[src/hw/rtl/quaternion_normalizer_macros.svh]
// assertion helpers for the quaternion normaliser
`ifndef QUATERNION_NORMALIZER_MACROS_SVH
`define QUATERNION_NORMALIZER_MACROS_SVH
`ifndef SYNTHESIS
`define QN_ASSERT_IMP(label, clk, rst_n, ante, cons) \
    label: assert property (@(posedge clk) disable iff (!rst_n) (ante) |-> (cons)) \
        else $error("qnorm check failed");
`define QN_ASSERT_NEXT(label, clk, rst_n, ante, cons) \
    label: assert property (@(posedge clk) disable iff (!rst_n) (ante) |=> (cons)) \
        else $error("qnorm check failed");
`else
`define QN_ASSERT_IMP(label, clk, rst_n, ante, cons)
`define QN_ASSERT_NEXT(label, clk, rst_n, ante, cons)
`endif
`endif

[src/hw/rtl/qnorm_pkg.sv]
package qnorm_pkg;

    // default component width and the count of quaternion components
    localparam int COMP_WIDTH_DEF = 16;
    localparam int N_COMPS        = 4;

endpackage

[src/hw/rtl/qnorm_square.sv]
module qnorm_square #(
    parameter int W = qnorm_pkg::COMP_WIDTH_DEF
) (
    input  logic                clk,
    input  logic                en,
    input  logic signed [W-1:0] comp,
    output logic [W-1:0]        mag,
    output logic                neg,
    output logic [2*W-2:0]      sq
);

    logic [W-1:0]   mag_next;
    logic [2*W-1:0] prod;
    logic [W-1:0]   mag_reg;
    logic           neg_reg;
    logic [2*W-2:0] sq_reg;

    // magnitude: the most negative code maps to 2^(W-1) as unsigned
    always_comb
    begin
        mag_next = comp[W-1] ? (~comp + W'(1)) : comp;
        prod     = mag_next * mag_next;
    end

    always_ff @(posedge clk)
    begin
        if (en)
        begin
            mag_reg <= mag_next;
            neg_reg <= comp[W-1];
            sq_reg  <= prod[2*W-2:0];
        end
    end

    assign mag = mag_reg;
    assign neg = neg_reg;
    assign sq  = sq_reg;

endmodule

[config.mk]
export PLATFORM = sky130hd
export DESIGN_NAME = qnorm_square
export DESIGN_NICKNAME = d
export VERILOG_FILES = /design/src/hw/rtl/quaternion_normalizer_macros.svh /design/src/hw/rtl/qnorm_pkg.sv /design/src/hw/rtl/qnorm_square.sv
export SDC_FILE = /design/constraint.sdc
export NUM_CORES = 1
export LEC_CHECK = 0
export ABC_AREA = 1
export BUFFER_PORTS_ARGS = -buffer_cell sky130_fd_sc_hd__buf_2
export CAP_MARGIN = 20
export CORE_UTILIZATION = 45
export DETAILED_ROUTE_END_ITERATION = 10
export PLACE_DENSITY_LB_ADDON = 0.3
export SYNTH_ARGS = -nofsm -noshare
export SYNTH_HDL_FRONTEND = slang
export SYNTH_SLANG_ARGS = --single-unit
[constraint.sdc]
create_clock -name clk -period 15.95 [get_ports clk]
set_input_delay 1.595 -clock clk [delete_from_list [all_inputs] [get_ports clk]]
set_output_delay 1.595 -clock clk [all_outputs]
set_load 0.01 [all_outputs]
======== Word level (Yosys, flattened, before mapping) ========
Cells that the tools add are included.
storage, ports and cells
  bits in registers ....................... 48
  bits of input ports ..................... 18
  logic and storage cells ................. 7
cells by class
  $add $sub $neg .......................... 1
  $mul .................................... 1
  muxes and demuxes ....................... 1
  bitwise operators ....................... 1
operator list
  operator                                                          count
  16-bit by 16-bit multiplier with 31-bit output                    1
  16-bit by 2-bit adder with 16-bit output (second input constant)  1
  16-bit two-way mux                                                1
  16-bit inverter                                                   1

======== Depth between registers and ports, before layout ========
  word-level depth ........................ 4
  depth in mapped cells ................... 34
  gate-level depth less buffers ........... 33

======== Worst setup path after synthesis ========
Ideal clock, no wire load.
  path type ............................... input to register
  start ................................... input comp[0]
  end ..................................... register sq_reg[30] (netlist: sq[30]), data pin
  library setup time ...................... 0.253 ns
  data arrival time ....................... 7.297 ns
  path slack .............................. 8.400 ns
  cell stages on the path ................. 27
  buffers on the path ..................... 1
  cell sequence ........................... inv_2 > clkbuf_1 > ha_1 > nand3_1 > nand2_2 > nand2_2 > xor2_4 > nand2_1 > fa_1 > inv_1 > fa_1 > fa_1 > fa_1 > fa_1 > inv_1 > fa_1 > inv_1 > ha_1 > nand2_1 > nor2_1 > nand2_1 > nor2_1 > nand2_1 > inv_1 > nor2_1 > nand3_1 > nand2_1
on the way
  word-level cells in the longest chain between the ends .. 4
RTL lines
  item                                            RTL line            RTL
  from (decl)                                     qnorm_square.sv:6   input logic signed [W-1:0] comp,
  16-bit inverter                                 qnorm_square.sv:21  mag_next = comp[W-1] ? (~comp + W'(1)) : comp;
  16-bit by 2-bit adder with 16-bit output        qnorm_square.sv:21
  16-bit two-way mux                              qnorm_square.sv:21
  named net mag_next[10]                          qnorm_square.sv:12  logic [W-1:0] mag_next;
  16-bit by 16-bit multiplier with 31-bit output  qnorm_square.sv:22  prod = mag_next * mag_next;
  named net prod[30]                              qnorm_square.sv:13  logic [2*W-1:0] prod;
  to (signal assigned)                            qnorm_square.sv:31  sq_reg <= prod[2*W-2:0];
  to (decl)                                       qnorm_square.sv:16  logic [2*W-2:0] sq_reg;
The timed path passes the listed nets, and every way through them passes these cells.
A chain may end at the register's enable or synchronous reset.

======== Final worst setup path ========
  start ................................... input comp[0]
  end ..................................... register sq_reg[26] (netlist: sq[26]), data pin
on the way
  word-level cells in the longest chain between the ends .. 4
RTL lines
  item                                              RTL line
  16-bit inverter                                   qnorm_square.sv:21
  16-bit by 2-bit adder with 16-bit output          qnorm_square.sv:21
  16-bit two-way mux *                              qnorm_square.sv:21
  16-bit by 16-bit multiplier with 31-bit output *  qnorm_square.sv:22
  named net prod[26]                                qnorm_square.sv:13
The timed path passes the listed nets; every way through them passes the cells marked *.

==> metrics.txt <==
# TYPE chip_impl_metric gauge
chip_impl_info{name="outcome",value="finished clean"} 1
chip_impl_metric{name="cts-buffers-inserted",unit=""} 5
chip_impl_metric{name="final_net_count",unit=""} 1419
chip_impl_metric{name="post_drt_wl_per_cell",unit="um"} 15.3
chip_impl_metric{name="totalWireLength",unit="um"} 21600
chip_impl_metric{name="synthesized_area",unit="um^2"} 9290
chip_impl_info{name="synthFlopType",value="sky130_fd_sc_hd__edfxtp_1"} 1
chip_impl_info{name="hold_class",value="primary input to flop"} 1
chip_impl_metric{name="route.detailed.vias_per_inst",unit=""} 4.88
chip_impl_metric{name="tightestPinTransition",unit="ns"} 1.14
chip_impl_metric{name="cts-hold-fix-buffers",unit=""} 0
chip_impl_metric{name="detail_route.first_pass.iterations",unit=""} 5
chip_impl_metric{name="initial_core_util",unit="%"} 45.9
chip_impl_metric{name="first_global_vias",unit=""} 7336
chip_impl_metric{name="relSlewSlack",unit="%"} 24.0
chip_impl_info{name="buffer_cell_driving_the_clock_tree_root",value="sky130_fd_sc_hd__clkbuf_16"} 1
chip_impl_info{name="worstSetupStartpointType",value="primary input"} 1
chip_impl_metric{name="numClockSinks",unit=""} 46
chip_impl_info{name="tritoncts",value="done"} 1
chip_impl_metric{name="port-buffer-count",unit=""} 64
chip_impl_metric{name="cp_peak_stage_delay",unit="ns"} 0.89
chip_impl_metric{name="grt_antenna_before_repair",unit=""} 0
chip_impl_metric{name="groute.usage.overall",unit="%"} 22.2
chip_impl_info{name="synth.top_cells.by_area",value="sky130_fd_sc_hd__fa_1 35%, sky130_fd_sc_hd__edfxtp_1 15%, sky130_fd_sc_hd__ha_1 13%"} 1
chip_impl_metric{name="die_area",unit="um^2"} 21200
chip_impl_metric{name="antenna_cells_inserted",unit=""} 0
chip_impl_metric{name="post_synth_mux_area_share",unit="%"} 0
chip_impl_metric{name="yosys_warnings",unit=""} 0
chip_impl_metric{name="cap_violations",unit=""} 0
chip_impl_metric{name="synthCells",unit=""} 1079
chip_impl_metric{name="postSynthAreaPerCell",unit="um^2"} 8.61
chip_impl_metric{name="yosysTopAreaCellShare",unit="%"} 35.1
chip_impl_info{name="most_common_cell_after_layout_fill_and_taps_aside",value="sky130_fd_sc_hd__inv_1"} 1
chip_impl_metric{name="fin_crit_sh",unit="%"} 53.9
chip_impl_metric{name="dr.first_iter.drc_count",unit=""} 454
chip_impl_metric{name="die_span_in_y",unit="um"} 146
chip_impl_metric{name="utilization",unit="%"} 49.5
chip_impl_metric{name="final.min_clock_period",unit="ns"} 8.60
chip_impl_info{name="synth_top_family_by_area",value="adder cells"} 1
chip_impl_metric{name="synth_edf_count",unit=""} 46
chip_impl_metric{name="largest_reg_flops",unit=""} 29
chip_impl_metric{name="io_pins",unit=""} 66
chip_impl_metric{name="std_cell_rows",unit=""} 52
chip_impl_metric{name="route.detailed.drc",unit=""} 0
chip_impl_metric{name="seq_area_frac_synth",unit="%"} 14.9
chip_impl_metric{name="grt.overflow.total",unit=""} 0
chip_impl_info{name="critical_path.most_common_cell",value="sky130_fd_sc_hd__nand2_1"} 1
chip_impl_metric{name="critical_path_required",unit="ns"} 16.01
chip_impl_metric{name="totalNegativeSetupSlack",unit="ns"} 0
chip_impl_metric{name="cts_max_path_buffers",unit=""} 2
chip_impl_info{name="timing_worst_setup_path_type",value="primary input to flop"} 1
chip_impl_info{name="grt_setup_unrepaired",value="false"} 1
chip_impl_metric{name="dr_total_vias",unit=""} 6904
chip_impl_info{name="cp_slowest_cell",value="sky130_fd_sc_hd__xor2_1"} 1
chip_impl_info{name="path_delay_family",value="adder cells"} 1
chip_impl_metric{name="timing.critical_path.buf_inv",unit=""} 7
chip_impl_info{name="end_kind",value="flop"} 1
chip_impl_metric{name="cts_setup_buffers",unit=""} 0
chip_impl_metric{name="layout-drive-gt1-share",unit="%"} 9.88
chip_impl_metric{name="grt_first_pass_wirelength",unit="um"} 36200
chip_impl_metric{name="non_filler_instances",unit=""} 1414
chip_impl_metric{name="dpl.hpwl",unit="um"} 18200
chip_impl_metric{name="finalInstanceArea",unit="um^2"} 10000
chip_impl_metric{name="ant_nets",unit=""} 0
chip_impl_metric{name="slew_viol_final",unit=""} 0
chip_impl_metric{name="fp.coreArea",unit="um^2"} 20200
chip_impl_metric{name="yosysUniqueCellTypes",unit=""} 36
chip_impl_metric{name="synth_simple_gate_area_share",unit="%"} 17.3
chip_impl_metric{name="maxClockFrequency",unit="GHz"} 0.116
chip_impl_metric{name="critical_path.max_fanout",unit=""} 17
chip_impl_metric{name="post_synth_fa_ha_maj_area_fraction",unit="%"} 47.9
chip_impl_metric{name="fp.dieW",unit="um"} 146
chip_impl_metric{name="globalplace.congestion",unit=""} 0.886
chip_impl_info{name="synthDominantAreaCellType",value="sky130_fd_sc_hd__fa_1"} 1
chip_impl_metric{name="synth_async_sr_flop_share",unit="%"} 0
chip_impl_metric{name="cts-resized-gates",unit=""} 0
chip_impl_metric{name="post_synth_xor_area_fraction",unit="%"} 2.94
chip_impl_info{name="commonest_non_fill_non_tap_cells_in_the_layout",value="272 x sky130_fd_sc_hd__inv_1, 209 x sky130_fd_sc_hd__nand2_1, 163 x sky130_fd_sc_hd__fa_1, 95 x sky130_fd_sc_hd__ha_1, 93 x sky130_fd_sc_hd__nor2_1"} 1
chip_impl_metric{name="worst_setup_hold_path_clk_slew",unit="ns"} 0.07
chip_impl_metric{name="ys_seq_elements",unit=""} 46
chip_impl_metric{name="grt_max_degree",unit=""} 47
chip_impl_metric{name="placed_cells",unit=""} 1405
chip_impl_metric{name="worst-endpoint-arrival",unit="ns"} 8.66
chip_impl_metric{name="final-hold-violation-count",unit=""} 0
chip_impl_metric{name="post_dp_cell_area",unit="um^2"} 9860
chip_impl_metric{name="synth_compound_gate_area_share",unit="%"} 4.04
chip_impl_metric{name="layout-area-overhead-vs-synth",unit="%"} 7.96
chip_impl_metric{name="cts_max_level",unit=""} 2
chip_impl_metric{name="setup_viol_count_final",unit=""} 0
==> synth_stat cells, types with 12 or more instances <==
cell and instances:
sky130_fd_sc_hd__a21oi_1 30, sky130_fd_sc_hd__edfxtp_1 46, sky130_fd_sc_hd__fa_1 163, sky130_fd_sc_hd__ha_1 95, sky130_fd_sc_hd__inv_1 272, sky130_fd_sc_hd__inv_2 14
sky130_fd_sc_hd__nand2_1 209, sky130_fd_sc_hd__nand3_1 31, sky130_fd_sc_hd__nand4_1 12, sky130_fd_sc_hd__nor2_1 93, sky130_fd_sc_hd__o21ai_0 14, sky130_fd_sc_hd__xor2_1 24
==> final timing paths <==
kind,depth (start not counted),start,slack [ns],endpoint
max,28,comp[0],7.35,sq[26]
min,1,comp[0],1.57,mag[0]
==> area by class of cell <==
type,instances,area (um^2)
Fill cell,1973,10200
Sequential cell,46,1380
Tap cell,270,338
Multi-Input combinational cell,739,6750
Timing Repair Buffer,65,340
Clock buffer,6,129
Clock inverter,2,13.8
Inverter,286,1070
==> routing by layer <==
metal | track usage [%] | wire [um] | up-vias
met4 | 6.32 | 502 | 0
met3 | 2.66 | 813 | 32
li1 | - | - | 3349
met2 | 40.7 | 11000 | 149
met5 | 0 | 0 | -
met1 | 27.4 | 9270 | 3374
==> logic make-up (layout without fill, tap and decap cells) <==
| group | after synthesis | count (layout) |
|---|---|---|
| compound gates | 64 | 64 |
| xor+xnor | 29 | 29 |
| fa+ha+maj | 258 | 258 |
| buf+inv | 304 | 359 |
| flops | 46 | 46 |
| other cells | 2 | 12 |
| simple gates | 376 | 376 |
==> through the flow <==
step / setup WS, ns / hold WS (ns)
after global routing: 6.96 / 1.56
final: 7.35 / 1.57
after detailed placement: 7.10 / 1.87
after CTS: 7.41 / 1.56
after global placement: 7.13 / 1.86
after floorplan: 8.40 / 1.69
Power is not shown: default switching activity piles up to over one toggle a cycle in this logic, so the estimate is an artifact.
