$ cat src/hw/rtl/quaternion_normalizer_macros.svh
// assertion helpers for the quaternion normaliser
`ifndef QUATERNION_NORMALIZER_MACROS_SVH
`define QUATERNION_NORMALIZER_MACROS_SVH
`ifndef SYNTHESIS
`define QN_ASSERT_IMP(label, clk, rst_n, ante, cons) \
    label: assert property (@(posedge clk) disable iff (!rst_n) (ante) |-> (cons)) \
        else $error("qnorm check failed");
`define QN_ASSERT_NEXT(label, clk, rst_n, ante, cons) \
    label: assert property (@(posedge clk) disable iff (!rst_n) (ante) |=> (cons)) \
        else $error("qnorm check failed");
`else
`define QN_ASSERT_IMP(label, clk, rst_n, ante, cons)
`define QN_ASSERT_NEXT(label, clk, rst_n, ante, cons)
`endif
`endif

$ cat src/hw/rtl/qnorm_pkg.sv
package qnorm_pkg;

    // default component width and the count of quaternion components
    localparam int COMP_WIDTH_DEF = 16;
    localparam int N_COMPS        = 4;

endpackage

$ cat src/hw/rtl/qnorm_sqrt.sv
module qnorm_sqrt #(
    parameter int W      = qnorm_pkg::COMP_WIDTH_DEF,
    parameter int SIDE_W = 4 * (qnorm_pkg::COMP_WIDTH_DEF + 1)
) (
    input  logic              clk,
    input  logic              rst_n,
    input  logic              en,
    input  logic              in_valid,
    input  logic [2*W:0]      sum,
    input  logic [SIDE_W-1:0] side_in,
    output logic              out_valid,
    output logic [W:0]        len,
    output logic [SIDE_W-1:0] side_out
);

    localparam int N  = W + 1;
    localparam int RW = 2 * N;
    localparam int MW = N + 3;

    logic [RW-1:0]     rad_reg  [N];
    logic [MW-1:0]     rem_reg  [N];
    logic [N-1:0]      root_reg [N];
    logic [SIDE_W-1:0] side_reg [N];
    logic              vld_reg  [N];

    logic [N-1:0]      len_reg;
    logic [SIDE_W-1:0] side_o_reg;
    logic              vld_o_reg;
    logic [N-1:0]      len_next;

    // one root bit per stage, restoring method
    genvar k;
    generate
        for (k = 0; k < N; k++)
        begin : g_stage
            logic [RW-1:0]     rad_src;
            logic [MW-1:0]     rem_src;
            logic [N-1:0]      root_src;
            logic [SIDE_W-1:0] side_src;
            logic              vld_src;
            logic [MW-1:0]     rem_sh;
            logic [MW-1:0]     trial;
            logic              ge;

            if (k == 0)
            begin : g_first
                assign rad_src  = {1'b0, sum};
                assign rem_src  = '0;
                assign root_src = '0;
                assign side_src = side_in;
                assign vld_src  = in_valid;
            end
            else
            begin : g_rest
                assign rad_src  = rad_reg[k-1];
                assign rem_src  = rem_reg[k-1];
                assign root_src = root_reg[k-1];
                assign side_src = side_reg[k-1];
                assign vld_src  = vld_reg[k-1];
            end

            always_comb
            begin
                rem_sh = {rem_src[MW-3:0], rad_src[RW-1:RW-2]};
                trial  = {1'b0, root_src, 2'b01};
                ge     = (rem_sh >= trial);
            end

            always_ff @(posedge clk or negedge rst_n)
            begin
                if (!rst_n)
                begin
                    vld_reg[k] <= 1'b0;
                end
                else if (en)
                begin
                    vld_reg[k] <= vld_src;
                end
            end

            always_ff @(posedge clk)
            begin
                if (en)
                begin
                    rad_reg[k]  <= {rad_src[RW-3:0], 2'b00};
                    rem_reg[k]  <= ge ? (rem_sh - trial) : rem_sh;
                    root_reg[k] <= {root_src[N-2:0], ge};
                    side_reg[k] <= side_src;
                end
            end
        end
    endgenerate

    // round to nearest: add one when the remainder exceeds the root
    always_comb
    begin
        len_next = root_reg[N-1]
                 + N'(rem_reg[N-1] > MW'(root_reg[N-1]));
    end

    always_ff @(posedge clk or negedge rst_n)
    begin
        if (!rst_n)
        begin
            vld_o_reg <= 1'b0;
        end
        else if (en)
        begin
            vld_o_reg <= vld_reg[N-1];
        end
    end

    always_ff @(posedge clk)
    begin
        if (en)
        begin
            len_reg    <= len_next;
            side_o_reg <= side_reg[N-1];
        end
    end

    assign out_valid = vld_o_reg;
    assign len       = len_reg;
    assign side_out  = side_o_reg;

endmodule

$ cat config.mk
export PLATFORM = sky130hd
export DESIGN_NAME = qnorm_sqrt
export DESIGN_NICKNAME = d
export VERILOG_FILES = /design/src/hw/rtl/quaternion_normalizer_macros.svh /design/src/hw/rtl/qnorm_pkg.sv /design/src/hw/rtl/qnorm_sqrt.sv
export SDC_FILE = /design/constraint.sdc
export NUM_CORES = 2
export LEC_CHECK = 0
export ABC_AREA = 1
export BUFFER_PORTS_ARGS = -buffer_cell sky130_fd_sc_hd__buf_2
export CORE_ASPECT_RATIO = 0.75
export CORE_MARGIN = 1.5
export CORE_UTILIZATION = 40
export CTS_BUF_LIST = sky130_fd_sc_hd__clkbuf_2 sky130_fd_sc_hd__clkbuf_4 sky130_fd_sc_hd__clkbuf_8
export DETAILED_ROUTE_END_ITERATION = 12
export MAX_ROUTING_LAYER = met4
export PLACE_DENSITY_LB_ADDON = 0.12
export SYNTH_ARGS = -nofsm -noshare
export SYNTH_HDL_FRONTEND = slang
export SYNTH_SLANG_ARGS = --single-unit
$ cat constraint.sdc
create_clock -name clk -period 3.6 [get_ports clk]
set_input_delay 0.72 -clock clk [delete_from_list [all_inputs] [get_ports clk]]
set_output_delay 0.72 -clock clk [all_outputs]
set_load 0.02 [all_outputs]
# --- Word level (Yosys, flattened, before mapping) ---
# Memory sizes are Yosys's and may differ from the RTL's. A register that Yosys moved wholly into a read port is not among the register bits.
# Index checks and enable logic that the tools add are counted.
totals:
  reg_bits: 35
  ramBits: 2329
  in_bits: 105
  mem_count: 4
mem_list:
  columns: ["name", "words", "width", "read_ports", "rd_ports_with_merged_regs", "write_ports", "line", "text"]
  rows:
  - ["side_reg", 17, 68, 17, 1, 17, "qnorm_sqrt.sv:23", "logic [SIDE_W-1:0] side_reg [N];"]
  - ["rad_reg", 17, 32, 16, 0, 17, "qnorm_sqrt.sv:20", "logic [RW-1:0] rad_reg [N];"]
  - ["rem_reg", 17, 20, 17, 0, 17, "qnorm_sqrt.sv:21", "logic [MW-1:0] rem_reg [N];"]
  - ["root_reg", 17, 17, 17, 0, 17, "qnorm_sqrt.sv:22", "logic [N-1:0] root_reg [N];"]
op_classes:
  add_sub_neg: 18
  order_cmp: 18
  muxes: 19
op_table:
  columns: ["op", "n"]
  rows:
  - ["two-way mux 20 bit", 17]
  - ["greater-or-equal comparator 20 x 19 -> 1 bit", 16]
  - ["subtractor 20 x 19 -> 20 bit", 16]
  - ["> comparator 20 x 17 -> 1 bit", 1]
  - ["adder 17 x 1 -> 17 bit", 1]
  - ["two-way mux 1 bit", 2]
  - ["subtractor 1 x 1 -> 2 bit (second input constant)", 1]
  - ["greater-or-equal comparator 1 bit (second input constant)", 1]

# --- Longest topological paths before layout ---
# An unclocked memory read counts as a cell.
depth:
  word_depth: 3
  ltp_mapped: 16
  depth_no_buf: 16

# --- Worst setup path before layout ---
# Ideal clock, no wire load.
synth_timing:
  kind: "reg2reg"
  from: "mem root_reg[0][277] (netlist bit)"
  to: "reg len_reg[16], in the netlist len[16] (data pin)"
  setup_time_ns: 0.258
  arrival_time_ns: 2.334
  required_time_ns: 3.342
  setup_slack_ns: 1.008
  path_stages_with_launch: 16
  path_buffers: 0
  cell_sequence: "edfxtp_1 -> inv_1 -> ha_1 -> a21oi_1 -> o21ai_0 -> nand2_1 -> a21boi_0 -> nor2_1 -> nor2_1 -> ha_1 -> nand2_1 -> nor3_2 -> nand3_1 -> nor2_1 -> nand3_1 -> xor2_1"
synth_lines:
  columns: ["item", "line", "text"]
  rows:
  - ["start, declared", "qnorm_sqrt.sv:22", null]
  - ["end signal, assigned", "qnorm_sqrt.sv:117", "len_reg <= len_next;"]
  - ["end, declared", "qnorm_sqrt.sv:26", "logic [N-1:0] len_reg;"]

==> metrics.log <==
[metrics] DRC violation count after routing: 0
[metrics] die height: between 300 and 400 um
[metrics] Post-Synthesis Mean Instance Area: approximately 14 um^2
[metrics] clock insertion delay at the later pin of the skew report: 0.97 ns
[metrics] number of failing setup endpoints in the final timing report: 0
[metrics] cell taking the most area after synthesis: sky130_fd_sc_hd__edfxtp_1
[metrics] most repeated cell in the gate-level netlist after synthesis: sky130_fd_sc_hd__edfxtp_1
[metrics] Post-Synthesis Cells: about 5200
[metrics] power share of the combinational group: approximately a tenth
[metrics] status: completed
[metrics] library cell used as clock root buffer: sky130_fd_sc_hd__clkbuf_8
[metrics] clock group share of total power: 35.1%
[metrics] number of buffers inserted for hold repair after clock tree synthesis: approximately 100
[metrics] share of the synthesized area in the top cell type: between 70% and 80%
[metrics] period utilization: approximately 84%
[metrics] number of input and output port buffers inserted: 190
[metrics] layout overhead on the synthesized area: 15.2%
[metrics] worst hold path type: primary input to flip-flop
[metrics] worst reg2reg endpoint: len[16]$_DFFE_PP_
[metrics] number of filler cells placed in the layout: around 17000
[metrics] number of global-route vias before repair: 38457
[metrics] Peak Freq: about 0.33 GHz
[metrics] end-of-flow core utilization: 46.6%
[metrics] portion of the post-synthesis area used by sequential elements: between 70% and 80%
[metrics] global router's overall resource usage: between 10% and 20%
[metrics] Synthesized Nets: 5540
[metrics] max cap viols: 0
[metrics] WL/cell: ~16 um
[metrics] routing layer with the top usage in global route: met1
[metrics] Clock Sinks: ~2000
[metrics] total length of routed wires: around 140 mm
[metrics] Rows: between 100 and 150
[metrics] GRT met3 Usage: under 10%
[metrics] commonest cells in the synthesized netlist: sky130_fd_sc_hd__edfxtp_1 (1950), sky130_fd_sc_hd__nand2_1 (1213), sky130_fd_sc_hd__inv_1 (569)
[metrics] TritonCTS clock tree: yes
[metrics] number of enable flip-flop cells after synthesis: 1950
[metrics] total count of hold-check failures in the final report: 0
[metrics] Core Region: 186000 um^2
[metrics] maximum buffer depth of the clock tree: 4
[metrics] met2 track demand over resource in global routing: 19.3%
[metrics] area of the mapped netlist: roughly 75000 um^2
[metrics] maximum net fanout on the critical path: 5
[metrics] DP HPWL: 89.5 mm
[metrics] Critical Path Source Type: flip-flop
[metrics] total iterations of the first detailed-routing run: 6
[metrics] internal power of the cells: just under 40 mW
[metrics] wire length of the first global-routing pass: approximately 210 mm
[metrics] initial antenna violation count: 2
[metrics] slew of the pin with the lowest slew margin: 0.771 ns
[metrics] most frequently used flop master after synthesis: sky130_fd_sc_hd__edfxtp_1
[metrics] top post-synthesis cells by area: sky130_fd_sc_hd__edfxtp_1 (78%), sky130_fd_sc_hd__nand2_1 (6.0%), sky130_fd_sc_hd__ha_1 (3.2%), sky130_fd_sc_hd__inv_1 (2.8%), sky130_fd_sc_hd__nor2_1 (1.7%)
[metrics] Worst Hold Launch: en
[metrics] register-to-register setup slack: 0.58 ns
[metrics] number of nets still failing antenna checks after routing: 0
[metrics] max-slew headroom at the worst pin: between 40% and 50%
[metrics] starting density of the core: around two fifths
[metrics] final RePlAce weighted congestion: 0.858
[metrics] count of cell types in the netlist: 49
[metrics] Net Sw Power: 12.8 mW
[metrics] Synthesis Warnings: 0
[metrics] flip-flop count of the largest register, all copies and words added: ~1200
[metrics] register share of total power: a little over half
[metrics] power density over the cells: a little under 600 nW/um^2
[metrics] reg2reg start: root_reg[0][285]$_DFFE_PP_
[metrics] Cells on Worst Hold Path: 1
[metrics] worst setup path class: flip-flop to flip-flop
[metrics] fraction of layout instances using a drive strength above 1: a little over an eighth
[metrics] post-CTS setup buffers: 0
[metrics] CTS H-Tree Depth: 5
[metrics] proportion of synthesized flip-flops having asynchronous set or reset: less than 1%
[metrics] endpoint kind of the worst setup timing path: flip-flop
[metrics] count of pins over their slew limit: 0
[metrics] number of vias in the routed layout: ~40000
[metrics] worst voltage drop across the vdd grid: roughly 340 uV
[metrics] floorplan die width: between 500 and 600 um
[metrics] final critical path time including I/O delays and setup: ~3.0 ns
[metrics] switching share of power: ~25%
[metrics] number of CTS-inserted buffers: between 300 and 400
[metrics] reg2reg path depth: 14
[metrics] endpoint of the worst hold-timing path: side_reg[6][63]$_DFFE_PP_
[metrics] data required time of the worst path: about 4.3 ns
[metrics] maximum number of pins on one net before global-route repair: 134
[metrics] post-DR vias/cell: ~4.6
[metrics] # IOs: 191
[metrics] Detailed Route Iter0 Violations: around 3000
[metrics] Die ar.: about 190000 um^2
[metrics] final worst clock skew: 0.0978 ns
[metrics] clk slew on worst S/H paths: ~0.060 ns
[metrics] RSZ-0062 raised after global routing: false
[metrics] count of state elements after synthesis: slightly below 2000
[metrics] CTS resizes: 0
[metrics] sum of negative setup slack: 0 ns
[metrics] Final #Nets: a little over 6000
[metrics] leakage power of the design: between 30 and 40 nW
[metrics] Overflow after GRT: 0
[metrics] GR Layer Usage met1: 21.9%
[metrics] CP arrival: 3.74 ns
[power by group through the flow]
stage	logic (mW)	clock network, mW	registers [mW]
floorplan	3.43	0	28.3
global placement	5.30	0	28.6
detailed placement	5.32	0	28.6
CTS	5.44	19.1	28.2
global route	6.15	20.0	28.3
finish	5.41	18.2	28.2
[cell families (layout without fill, tap and decap cells)]
group | Yosys count | count (layout) | share of synthesized area (%)
muxes | 2 | 2 | 0.0299
DFF | 1968 | 1968 | 78.3
buffers and inverters | 612 | 1476 | 3.25
xor gates and xnor gates | 133 | 133 | 1.55
AOI/OAI and AO/OA | 371 | 371 | 2.69
and+or+nand+nor | 1966 | 1966 | 11.0
other | 1 | 2 | 0.00498
adders and majority gates | 191 | 191 | 3.17
[worst max-delay path, stage by stage, from the launching register on]
cell and delay (ns):
sky130_fd_sc_hd__edfxtp_1 0.35, sky130_fd_sc_hd__inv_1 0.10, sky130_fd_sc_hd__ha_1 0.31, sky130_fd_sc_hd__nand4_1 0.11
sky130_fd_sc_hd__nor2_1 0.22, sky130_fd_sc_hd__a21boi_0 0.21, sky130_fd_sc_hd__nor2_1 0.07, sky130_fd_sc_hd__nor2_1 0.13
sky130_fd_sc_hd__ha_1 0.17, sky130_fd_sc_hd__nand2_1 0.12, sky130_fd_sc_hd__nor3_2 0.34, sky130_fd_sc_hd__nand3_1 0.19
sky130_fd_sc_hd__nor2_1 0.20, sky130_fd_sc_hd__nand3_1 0.12, sky130_fd_sc_hd__xor2_1 0.15
[layout by cell type, fill, tap and decap left out, drive strengths merged, types with 49 or more instances in the layout]
master       synthesis  layout
nor2               349     349
nand3              227     227
o21ai              142     142
dlygate4sd3          0     103
edfxtp            1950    1950
nand2             1233    1233
clkinv               0      95
buf                 29     255
clkbuf               4     430
nand4               49      49
xor2                88      88
nand3b              51      51
ha                 191     191
inv                579     586
a21oi              202     202
[cell type report]
cell class / instances / area (um^2) / share of cell area, %
Tap cell: 2502 / 3130 / 3.61
Inverter: 579 / 2180 / 2.51
Antenna cell: 1 / 2.50 / 0.00288
Clock buffer: 430 / 5300 / 6.10
Clock inverter: 109 / 597 / 0.687
Timing Repair Buffer: 358 / 2720 / 3.14
Multi-Input combinational cell: 2664 / 13900 / 16.0
Sequential cell: 1968 / 59000 / 68.0
[layer usage]
metal  up-vias  part of all wire (%)  wire, um
met5         -                     0         0
met4         0                   2.4      3350
met3       291                   5.2      7060
met2       839                    40     55100
met1     18918                    52     71100
li1      19692                     -         -
[how the worst max path moves through the flow]
stage / slack (ns) / from / endpoint
after floorplan: 1.01 / root_reg[0][277]$_DFFE_PP_ / len[16]$_DFFE_PP_
after global placement: 0.50 / root_reg[0][285]$_DFFE_PP_ / len[15]$_DFFE_PP_
after detailed placement: 0.54 / root_reg[0][285]$_DFFE_PP_ / len[16]$_DFFE_PP_
after CTS: 0.52 / root_reg[0][285]$_DFFE_PP_ / len[16]$_DFFE_PP_
after global routing: 0.21 / root_reg[0][277]$_DFFE_PP_ / len[15]$_DFFE_PP_
final: 0.58 / root_reg[0][285]$_DFFE_PP_ / len[16]$_DFFE_PP_
[metrics by stage]
step           cell area, um^2  power (mW)  worst slack [ns]  hold slack [ns]  std cells
6_report                 86800        51.7             0.582            0.200       8611
4_1_cts                  86800        52.7             0.524           0.0836       8610
2_1_floorplan            75400        31.8              1.01            0.400       5244
3_5_place_dp             79900        34.0             0.539            0.405       7968
5_1_grt                  86800        54.5             0.211           0.0982       8611
3_3_place_gp             79900        33.9             0.503            0.400       7968
Note: power is estimated with default switching activity, not from simulation.
