`src/hw/rtl/quaternion_normalizer_macros.svh`:
```
// assertion helpers for the quaternion normaliser
`ifndef QUATERNION_NORMALIZER_MACROS_SVH
`define QUATERNION_NORMALIZER_MACROS_SVH
`ifndef SYNTHESIS
`define QN_ASSERT_IMP(label, clk, rst_n, ante, cons) \
    label: assert property (@(posedge clk) disable iff (!rst_n) (ante) |-> (cons)) \
        else $error("qnorm check failed");
`define QN_ASSERT_NEXT(label, clk, rst_n, ante, cons) \
    label: assert property (@(posedge clk) disable iff (!rst_n) (ante) |=> (cons)) \
        else $error("qnorm check failed");
`else
`define QN_ASSERT_IMP(label, clk, rst_n, ante, cons)
`define QN_ASSERT_NEXT(label, clk, rst_n, ante, cons)
`endif
`endif

```
`src/hw/rtl/qnorm_pkg.sv`:
```
package qnorm_pkg;

    // default component width and the count of quaternion components
    localparam int COMP_WIDTH_DEF = 16;
    localparam int N_COMPS        = 4;

endpackage

```
`src/hw/rtl/qnorm_div_lane.sv`:
```
module qnorm_div_lane #(
    parameter int W = qnorm_pkg::COMP_WIDTH_DEF
) (
    input  logic                clk,
    input  logic                rst_n,
    input  logic                en,
    input  logic                in_valid,
    input  logic [W-1:0]        mag,
    input  logic                neg,
    input  logic [W:0]          len,
    output logic                out_valid,
    output logic signed [W-2:0] unit,
    output logic [W:0]          len_out
);

    localparam int F = W - 3;
    localparam int S = F + 1;
    localparam int D = W + F + 2;

    logic [D-1:0] rem_reg [S];
    logic [F:0]   q_reg   [S];
    logic [W:0]   len_reg [S];
    logic         neg_reg [S];
    logic         vld_reg [S];

    logic [W-2:0] q_ext;

    // one quotient bit per stage, most significant first
    genvar k;
    generate
        for (k = 0; k < S; k++)
        begin : g_stage
            localparam int SH = F - k;
            logic [D-1:0] rem_src;
            logic [F:0]   q_src;
            logic [W:0]   len_src;
            logic         neg_src;
            logic         vld_src;
            logic [D-1:0] dsh;
            logic         ge;

            if (k == 0)
            begin : g_first
                assign rem_src = (D'(mag) << F) + D'(len >> 1);
                assign q_src   = '0;
                assign len_src = len;
                assign neg_src = neg;
                assign vld_src = in_valid;
            end
            else
            begin : g_rest
                assign rem_src = rem_reg[k-1];
                assign q_src   = q_reg[k-1];
                assign len_src = len_reg[k-1];
                assign neg_src = neg_reg[k-1];
                assign vld_src = vld_reg[k-1];
            end

            always_comb
            begin
                dsh = D'(len_src) << SH;
                ge  = (rem_src >= dsh);
            end

            always_ff @(posedge clk or negedge rst_n)
            begin
                if (!rst_n)
                begin
                    vld_reg[k] <= 1'b0;
                end
                else if (en)
                begin
                    vld_reg[k] <= vld_src;
                end
            end

            always_ff @(posedge clk)
            begin
                if (en)
                begin
                    rem_reg[k] <= ge ? (rem_src - dsh) : rem_src;
                    q_reg[k]   <= {q_src[F-1:0], ge};
                    len_reg[k] <= len_src;
                    neg_reg[k] <= neg_src;
                end
            end
        end
    endgenerate

    // apply the sign of the original component
    always_comb
    begin
        q_ext = (W-1)'(q_reg[S-1]);
    end

    assign unit      = neg_reg[S-1] ? (~q_ext + (W-1)'(1)) : q_ext;
    assign out_valid = vld_reg[S-1];
    assign len_out   = len_reg[S-1];

endmodule

```
`config.mk`:
```
export PLATFORM = sky130hd
export DESIGN_NAME = qnorm_div_lane
export DESIGN_NICKNAME = d
export VERILOG_FILES = /design/src/hw/rtl/quaternion_normalizer_macros.svh /design/src/hw/rtl/qnorm_pkg.sv /design/src/hw/rtl/qnorm_div_lane.sv
export SDC_FILE = /design/constraint.sdc
export NUM_CORES = 1
export LEC_CHECK = 0
export BUFFER_PORTS_ARGS = -buffer_cell sky130_fd_sc_hd__buf_4
export CORE_MARGIN = 3
export CORE_UTILIZATION = 35
export DETAILED_ROUTE_END_ITERATION = 8
export PLACE_DENSITY = 0.6
export SYNTH_ARGS = -nofsm -noshare
export SYNTH_HDL_FRONTEND = slang
export SYNTH_SLANG_ARGS = --single-unit
```
`constraint.sdc`:
```
create_clock -name clk -period 10.6 [get_ports clk]
set_input_delay 0.53 -clock clk [delete_from_list [all_inputs] [get_ports clk]]
set_output_delay 0.53 -clock clk [all_outputs]
set_load 0.02 [all_outputs]
```
Yosys cells after proc, flatten, opt, wreduce, memory -nomap -nowiden
Memories as Yosys holds them, arrays and structs flattened.
Cells that the tools add are included.
{"block": "op_classes", "add_sub_neg": 16, "bitwise_logic": 1, "mux": 17, "n_lt_le_gt_ge": 14}
{"op": "$mux 31", "count": 14}
{"op": "$ge 31x17->1", "count": 1}
{"op": "$ge 31x18->1", "count": 1}
{"op": "$ge 31x19->1", "count": 1}
{"op": "$ge 31x20->1", "count": 1}
{"op": "$ge 31x21->1", "count": 1}
{"op": "$ge 31x22->1", "count": 1}
{"op": "$ge 31x23->1", "count": 1}
{"op": "$ge 31x24->1", "count": 1}
{"op": "$ge 31x25->1", "count": 1}
{"op": "$ge 31x26->1", "count": 1}
{"op": "$ge 31x27->1", "count": 1}
{"op": "$ge 31x28->1", "count": 1}
{"op": "$ge 31x29->1", "count": 1}
{"op": "$sub 30x30->31", "count": 1}
{"op": "$sub 31x17->31", "count": 1}
{"op": "$sub 31x18->31", "count": 1}
{"op": "$sub 31x19->31", "count": 1}
{"op": "$sub 31x20->31", "count": 1}
{"op": "$sub 31x21->31", "count": 1}
{"op": "$sub 31x22->31", "count": 1}
{"op": "$sub 31x23->31", "count": 1}
{"op": "$sub 31x24->31", "count": 1}
{"op": "$sub 31x25->31", "count": 1}
{"op": "10 further kinds", "count": 11}
{"block": "word_totals", "in_bits": 38, "word_cells": 66, "mem_bits_rw": 882, "reg_bits": 14, "output_inout_bits": 33, "n_memories": 4}
{"memory": "rem_reg", "words": 14, "width": 31, "read_ports": 13, "rd_ports_with_merged_regs": 0, "write_ports": 14, "line": "qnorm_div_lane.sv:20", "rtl": "logic [D-1:0] rem_reg [S];"}
{"memory": "len_reg", "words": 14, "width": 17, "read_ports": 14, "rd_ports_with_merged_regs": 0, "write_ports": 14, "line": "qnorm_div_lane.sv:22", "rtl": "logic [W:0] len_reg [S];"}
{"memory": "q_reg", "words": 14, "width": 14, "read_ports": 14, "rd_ports_with_merged_regs": 0, "write_ports": 14, "line": "qnorm_div_lane.sv:21", "rtl": "logic [F:0] q_reg [S];"}
{"memory": "neg_reg", "words": 14, "width": 1, "read_ports": 14, "rd_ports_with_merged_regs": 0, "write_ports": 14, "line": "qnorm_div_lane.sv:23", "rtl": "logic neg_reg [S];"}

Depth between registers and ports, before layout
Gate-level depths: netlist (run 1).
An unclocked memory read counts as a cell.
{"block": "logic_depth", "word_depth": 4, "mapped_depth": 19, "mapped_depth_nobuf": 18}

Least setup slack after synthesis (run 1)
Ideal clock, no wire load.
{"block": "synth_timing", "path_kind": "input port to flip-flop", "startpoint": "in mag[0]", "endpoint": "mem rem_reg[0][21] in the netlist's numbering (data pin)", "n_path_buf": 1, "cell_stages": 19, "t_arrival_ns": 4.093, "setup_ns": 0.260, "path_slack_ns": 6.247, "required_ns": 10.340, "cell_sequence": "ha_1 inv_1 fa_1 inv_1 a21o_1 nand2b_1 nor2_1 nand2_1 xnor2_1 ha_1 nand4_1 nor3_1 o21a_1 a21oi_1 o211ai_1 o211ai_1 a21oi_1 clkbuf_1 mux2_2"}
{"item": "start: declaration", "line": "qnorm_div_lane.sv:8", "rtl": "input logic [W-1:0] mag,"}
{"item": "end: declaration", "line": "qnorm_div_lane.sv:20"}

==> flow_summary_export.csv, run 1 <==
group,metric,value,unit
placement,dpl.hpwl,61.7,mm
die,die_area,112000,um^2
clocking,htree_levels,3,
die,die_w,335,um
yosys,yosysWarnings,0,
layout,antenna_cells,0,
worst_hold_path,holdCritStartpoint,"neg",
critical_path,cp_max_fo,12,
clocking,cts_tree,"done",
yosys,yosys.area.top_type,"edfxtp_1",
clocking,ctsResizeCount,0,
global_routing,grt_pass1_wl,133,mm
pwr,power,0.0104,W
clocking,clock_sinks,683,
sta,slew_headroom,26.1,%
die,core.rowCount,120,
yosys,synth_top_area_share,53.1,%
critical_path,r2r_end,"rem_reg[1][115]$_DFFE_PP_",
die,pin_count,71,
critical_path,r2r_cells,9,
critical_path,r2r_setup_slack,6510,ps
critical_path,arrival,4840,ps
clocking,clockRootBuffer,"clkbuf_16",
sta,min_period,4450,ps
routing,vias_per_cell,5.12,
sta,post-route-period-util,42.0,%
yosys,syn_nets,3646,
routing,drc,0,
yosys,synthMuxAreaShare,2.14,%
die,die_h,335,um
sta,fin_tns_setup,0,ps
worst_hold_path,whs_endpoint,"neg_reg[0][0]$_DFFE_PP_",
critical_path,crit_type,"input pin to flop",
die,coreArea,107000,um^2
routing,drt_iter0_drc,1628,
yosys,syn_inst,3352,
global_routing,antenna_found_initial,0,
layout,final_nets,3750,
yosys,synthAdderAreaFrac,8.74,%
layout,layout.cells.most_common,"edfxtp_1",
sta,tightest_slew,1110,ps
layout,regArea,20400,um^2
sta,slew_violations,0,
sta,finClkSkew,32.3,ps
critical_path,worst_ep_required_time,10990,ps
routing,wire_per_inst,16.7,um
placement,globalplace.congestion,0.884,
yosys,synth_cell_type_count,76,
run_status,status,"completed",
yosys,yosys-top-cells-area,"edfxtp_1, ha_1, xnor2_1",
critical_path,worstPathCellList,"buf_4, ha_1, inv_1, fa_1, inv_1, a21o_1, nand2b_1, nor2_1, nand2_1, xnor2_1, ha_1, nand4_1, nor3_1, o21a_1, a21oi_1, o211ai_1, o211ai_1, a21oi_1, buf_4, mux2_2",
critical_path,worst-path-buf-inv,4,
pwr,p_per_area,245,nW/um^2
pwr,ir_drop,0.124,mV
pwr,p_leak,16.6,nW
global_routing,grt_use_total,14.7,%
yosys,synth_area,37900,um^2
layout,syn2layout_area_growth,12.5,%
clocking,clk_pin_slew,50,ps
sta,whs,83.9,ps
clocking,clk_path_buf_depth,3,
critical_path,start_kind,"input pin",
sta,rsz0062_at_grt,"false",
layout,fin_util,39.7,%
layout,multi_input_area,16000,um^2
routing,ant_nets,0,
yosys,synth_xor_area_share,6.11,%
yosys,ys.flop_type,"edfxtp_1",
die,start_util,35.3,%
clocking,clkLatencyLatePin,650,ps
routing,vias,25220,
critical_path,cp_top_family,"compound AO/OA/AOI/OAI gates",
global_routing,grt_max_degree,192,
critical_path,worst_path_largest_cell_delay,570,ps
yosys,synthArstFlopShare,2.05,%
sta,setup_viol,0,
clocking,cts_buffers,79,
critical_path,crit_slowest_cell,"a21oi_1",
sta,finalHoldViolCount,0,
placement,port_buffers,70,
sta,max_freq,0.225,GHz
critical_path,crit-reg2reg-launch,"rem_reg[1][84]$_DFFE_PP_",
yosys,synth_edf_count,669,
worst_hold_path,hp-class,"input pin to flop",
routing,drt_wl_total,82.3,mm
yosys,yosys.area_share.simple,12.0,%
layout,largest_register_ffs,327,
layout,drive_gt1_share,8.52,%
yosys,synth_top_family_by_area,"compound AO/OA/AOI/OAI gates",
global_routing,grt_pass1_vias,25408,
yosys,synth_compound_area_share,13.2,%
routing,drt_pass1_iterations,5,
worst_hold_path,min_path_cells,1,
layout,fillerInstances,10282,
yosys,ys_seq_area_share,54.0,%
yosys,synth_seq_cells,683,
critical_path,crit_path_end_kind,"flop",
layout,layout_common_cells,"edfxtp_1, inv_1, nand2_1",
global_routing,grt.overflow.total,0,
run,cap_violations,0,
yosys,syn_avg_cell_area,11.3,um^2
==> cells in the mapped netlist, types with 13 or more instances <==
cell type and count:
edfxtp_1 669, inv_1 317, nand2_1 251, ha_1 242
a21oi_1 218, nor2_1 213, o21ai_0 175, xnor2_1 153
xor2_1 111, a21o_1 94, nor3_1 72, mux2_2 64
nand3_1 59, clkbuf_1 58, o21a_1 46, nand4_1 45
nor2b_1 40, nor4_1 38, a211oi_1 32, nand2b_1 32
o31ai_1 32, a31oi_1 31, and3_1 28, or3_1 24
o21bai_1 22, and2_1 18, o211ai_1 18, a2111oi_0 14
dfrtp_1 14, fa_1 14, or2_2 13
==> metrics by stage <==
step	cells	cell area [um^2]	setup slack [ps]
after floorplan	3352	37900	6250
after global placement	4777	40100	5630
after detailed placement	4777	40100	5570
after CTS	4924	42600	6270
after global routing	4924	42600	5900
final	4924	42600	6150
==> per-layer routing <==
layer	wire length [um]	GRT usage [%]
met1	32900	16.2
met2	43100	27.8
met3	2870	2.46
met4	3440	6.08
met5	0	0
==> cell type report <==
type                       count  share of cell area, %
clock buffer                  98                   4.91
clock inverter                48                  0.993
inverter                     320                   2.82
multi-input combinational   2283                   37.6
sequential                   683                   48.0
tap                         1403                   4.12
timing repair buffer          89                   1.62
==> cells by family (layout without fill, tap and decap cells) <==
family / count (synthesis) / after routing
AND/OR/NAND/NOR: 908 / 908
AO/OA/AOI/OAI: 782 / 782
flip-flops: 683 / 683
XOR/XNOR: 264 / 264
multiplexers: 73 / 73
buffers and inverters: 386 / 555
adder cells (fa/ha/maj): 256 / 256
==> how the worst max path moves through the flow <==
stage	from	to	slack [ps]	cells after the start
after floorplan	mag[0]	rem_reg[0][21]$_DFFE_PP_	6250	19
after global placement	len[14]	rem_reg[0][17]$_DFFE_PP_	5630	20
after detailed placement	len[14]	rem_reg[0][15]$_DFFE_PP_	5570	20
after CTS	len[14]	rem_reg[0][15]$_DFFE_PP_	6270	20
after global routing	len[14]	rem_reg[0][17]$_DFFE_PP_	5900	20
final	len[14]	rem_reg[0][15]$_DFFE_PP_	6150	20
==> what timing repair did <==
| action | in CTS | in global routing |
|---|---|---|
| hold endpoints to repair | 14 | 0 |
| hold buffers | 1 | 0 |
| setup buffers | 0 | 0 |
==> report_power, final <==
group / switching [W] / internal, W / total, W
registers: 0.000398 / 0.00379 / 0.00418
logic: 0.00203 / 0.00159 / 0.00361
clock network: 0.00109 / 0.00155 / 0.00264
Power figures use the tool's default switching activity.
==> run 2, diff against run 1 <==
- clock period: 10.6 -> 4.55 ns (I/O delays scaled with it)
==> run 2 against run 1 <==
  * Sequential cell count did not move
  * Total power is 130% higher
  * Count of clock-buffer cells in the layout shrank 1
  * Clock skew shrank 13 ps
  * Register-to-register slack lost 5700 ps
  * Clock power rose by 130%
==> flow_summary_export.csv, run 2 (synthesis gave the netlist of run 1 again) <==
group,metric,value,unit
clocking,post_cts_buffers,0,
sta,max_freq,0.237,GHz
routing,drt-met1-wl,33.3,mm
sta,fin_tns_setup,0,ps
pwr,combPwrFrac,34.7,%
global_routing,grt.overflow.total,0,
critical_path,startpoint,"len[14]",
routing,vias,25261,
clocking,clockRootBuffer,"clkbuf_16",
critical_path,worstPathCellList,"dlygate4sd3_1, buf_4, ha_1, inv_1, fa_1, inv_1, a21o_1, nand2b_1, nor2_1, nand2_1, xnor2_1, ha_1, nand4_1, nor3_1, o21a_1, a21oi_1, o211ai_1, o211ai_1, a21oi_2, buf_12, mux2_2",
critical_path,crit-reg2reg-launch,"rem_reg[1][64]$_DFFE_PP_",
critical_path,r2r_setup_slack,840,ps
sta,whs,69.7,ps
global_routing,antenna_found_initial,1,
layout,syn2layout_area_growth,13.5,%
routing,drt_wl_total,82.0,mm
layout,fillerInstances,10170,
sta,slew_violations,0,
die,die_w,335,um
worst_hold_path,hp-class,"input pin to flop",
critical_path,worst_ep_required_time,4920,ps
pwr,ir_drop,0.247,mV
die,die_h,335,um
routing,drt_pass1_iterations,5,
critical_path,crit_path_end_kind,"flop",
die,die_area,112000,um^2
clocking,clk_pin_slew,60,ps
routing,drc,0,
die,pin_count,71,
sta,rsz0062_at_grt,"false",
clocking,htree_levels,3,
clocking,cts_tree,"done",
global_routing,grt_max_degree,178,
sta,setup_viol,0,
global_routing,grt_use_total,14.7,%
clocking,clk_path_buf_depth,3,
run_status,status,"completed",
pwr,p_int,0.0162,W
clocking,clkLatencyLatePin,640,ps
routing,top_layer,"met4",
sta,tightest_slew,1030,ps
critical_path,arrival,4590,ps
critical_path,start_kind,"input pin",
routing,wire_per_inst,16.5,um
layout,final_nets,3786,
clocking,cts_buffers,78,
layout,antenna_cells,0,
layout,drive_gt1_share,8.98,%
critical_path,worst_path_largest_cell_delay,530,ps
pwr,p_seq_share,40.0,%
critical_path,crit_slowest_cell,"dlygate4sd3_1",
sta,min_period,4220,ps
critical_path,crit_type,"input pin to flop",
sta,finalHoldViolCount,0,
placement,dpl.hpwl,61.7,mm
pwr,p_switching,0.00813,W
pwr,p_per_area,566,nW/um^2
clocking,clock_sinks,683,
placement,globalplace.congestion,0.882,
routing,ant_nets,0,
pwr,p_sw_share,33.4,%
layout,largest_register_ffs,327,
layout,layout_common_cells,"edfxtp_1, inv_1, nand2_1",
sta,finClkSkew,18.9,ps
die,start_util,35.3,%
worst_hold_path,holdCritStartpoint,"mag[12]",
die,core.rowCount,120,
global_routing,grt_pass1_vias,25342,
sta,slew_headroom,29.4,%
pwr,clkPwrFrac,25.2,%
die,coreArea,107000,um^2
routing,met3WireLength,2.77,mm
layout,layout.cells.most_common,"edfxtp_1",
pwr,p_leak,16.7,nW
critical_path,cp_max_fo,16,
sta,post-route-period-util,92.8,%
routing,dr_wl_met2,42.7,mm
global_routing,grt_pass1_wl,133,mm
placement,port_buffers,70,
routing,vias_per_cell,5.10,
routing,drt_iter0_drc,1498,
run,cap_violations,0,
-- run 2: path summary, 6_finish.rpt --
kind	to	cells after the start
hold reg to reg	q_reg[0][72]$_DFFE_PP_	0
min in group asynchronous	g_stage[2].vld_src$_DFFE_PN0P_	3
setup reg to reg	rem_reg[1][119]$_DFFE_PP_	11
hold / removal	rem_reg[0][25]$_DFFE_PP_	3
max in group asynchronous	g_stage[8].vld_src$_DFFE_PN0P_	3
setup / recovery	rem_reg[0][16]$_DFFE_PP_	21
-- run 2: final cells by class --
| class | instances | area [um^2] | share of cell area, % |
|---|---|---|---|
| clock buffers | 97 | 2090 | 4.86 |
| clock inverters | 44 | 418 | 0.972 |
| inverters | 320 | 1200 | 2.79 |
| multi-input cells | 2283 | 16000 | 37.2 |
| flip-flops and latches | 683 | 20400 | 47.6 |
| well taps | 1403 | 1760 | 4.08 |
| repair buffers | 126 | 1080 | 2.52 |
-- run 2: power groups by stage --
stage	clock [W]	sequential, W	combinational [W]
CTS	0.00635	0.00974	0.00847
detailed placement	0	0.00987	0.00840
finish	0.00615	0.00974	0.00845
global route	0.00660	0.00989	0.00954
floorplan	0	0.00947	0.00653
global placement	0	0.00985	0.00832
-- run 2: stage by stage --
stage	power, W	instance area, um^2	setup slack [ps]	cells	util [%]
3_3_place_gp	0.0182	40300	257	4793	37.6
5_1_grt	0.0260	43000	68.6	4956	40.1
6_report	0.0243	43000	328	4956	40.1
3_5_place_dp	0.0183	40300	205	4793	37.6
2_1_floorplan	0.0160	37900	500	3352	-
4_1_cts	0.0246	43000	340	4956	40.1
-- run 2: per-layer routing --
layer | vias up | track usage, %
met3 | 170 | 2.33
met2 | 457 | 27.6
met1 | 11968 | 16.4
met4 | 0 | 5.97
met5 | - | 0
li1 | 12666 | -
-- run 2: worst max-delay path, delay by kind of cell --
family                     cells  cell delay, ps
and+or+nand+nor                5             930
buffers and inverters          5             970
AOI/OAI and AO/OA              6            1030
xor gates and xnor gates       1             140
muxes                          1             340
adders and majority gates      3             950
-- run 2: repair_timing --
| item | CTS | global route |
|---|---|---|
| setup endpoints to repair | 0 | 7 |
| hold buffers | 22 | 0 |
| gates resized for setup | 0 | 1 |
| hold endpoints to repair | 46 | 0 |
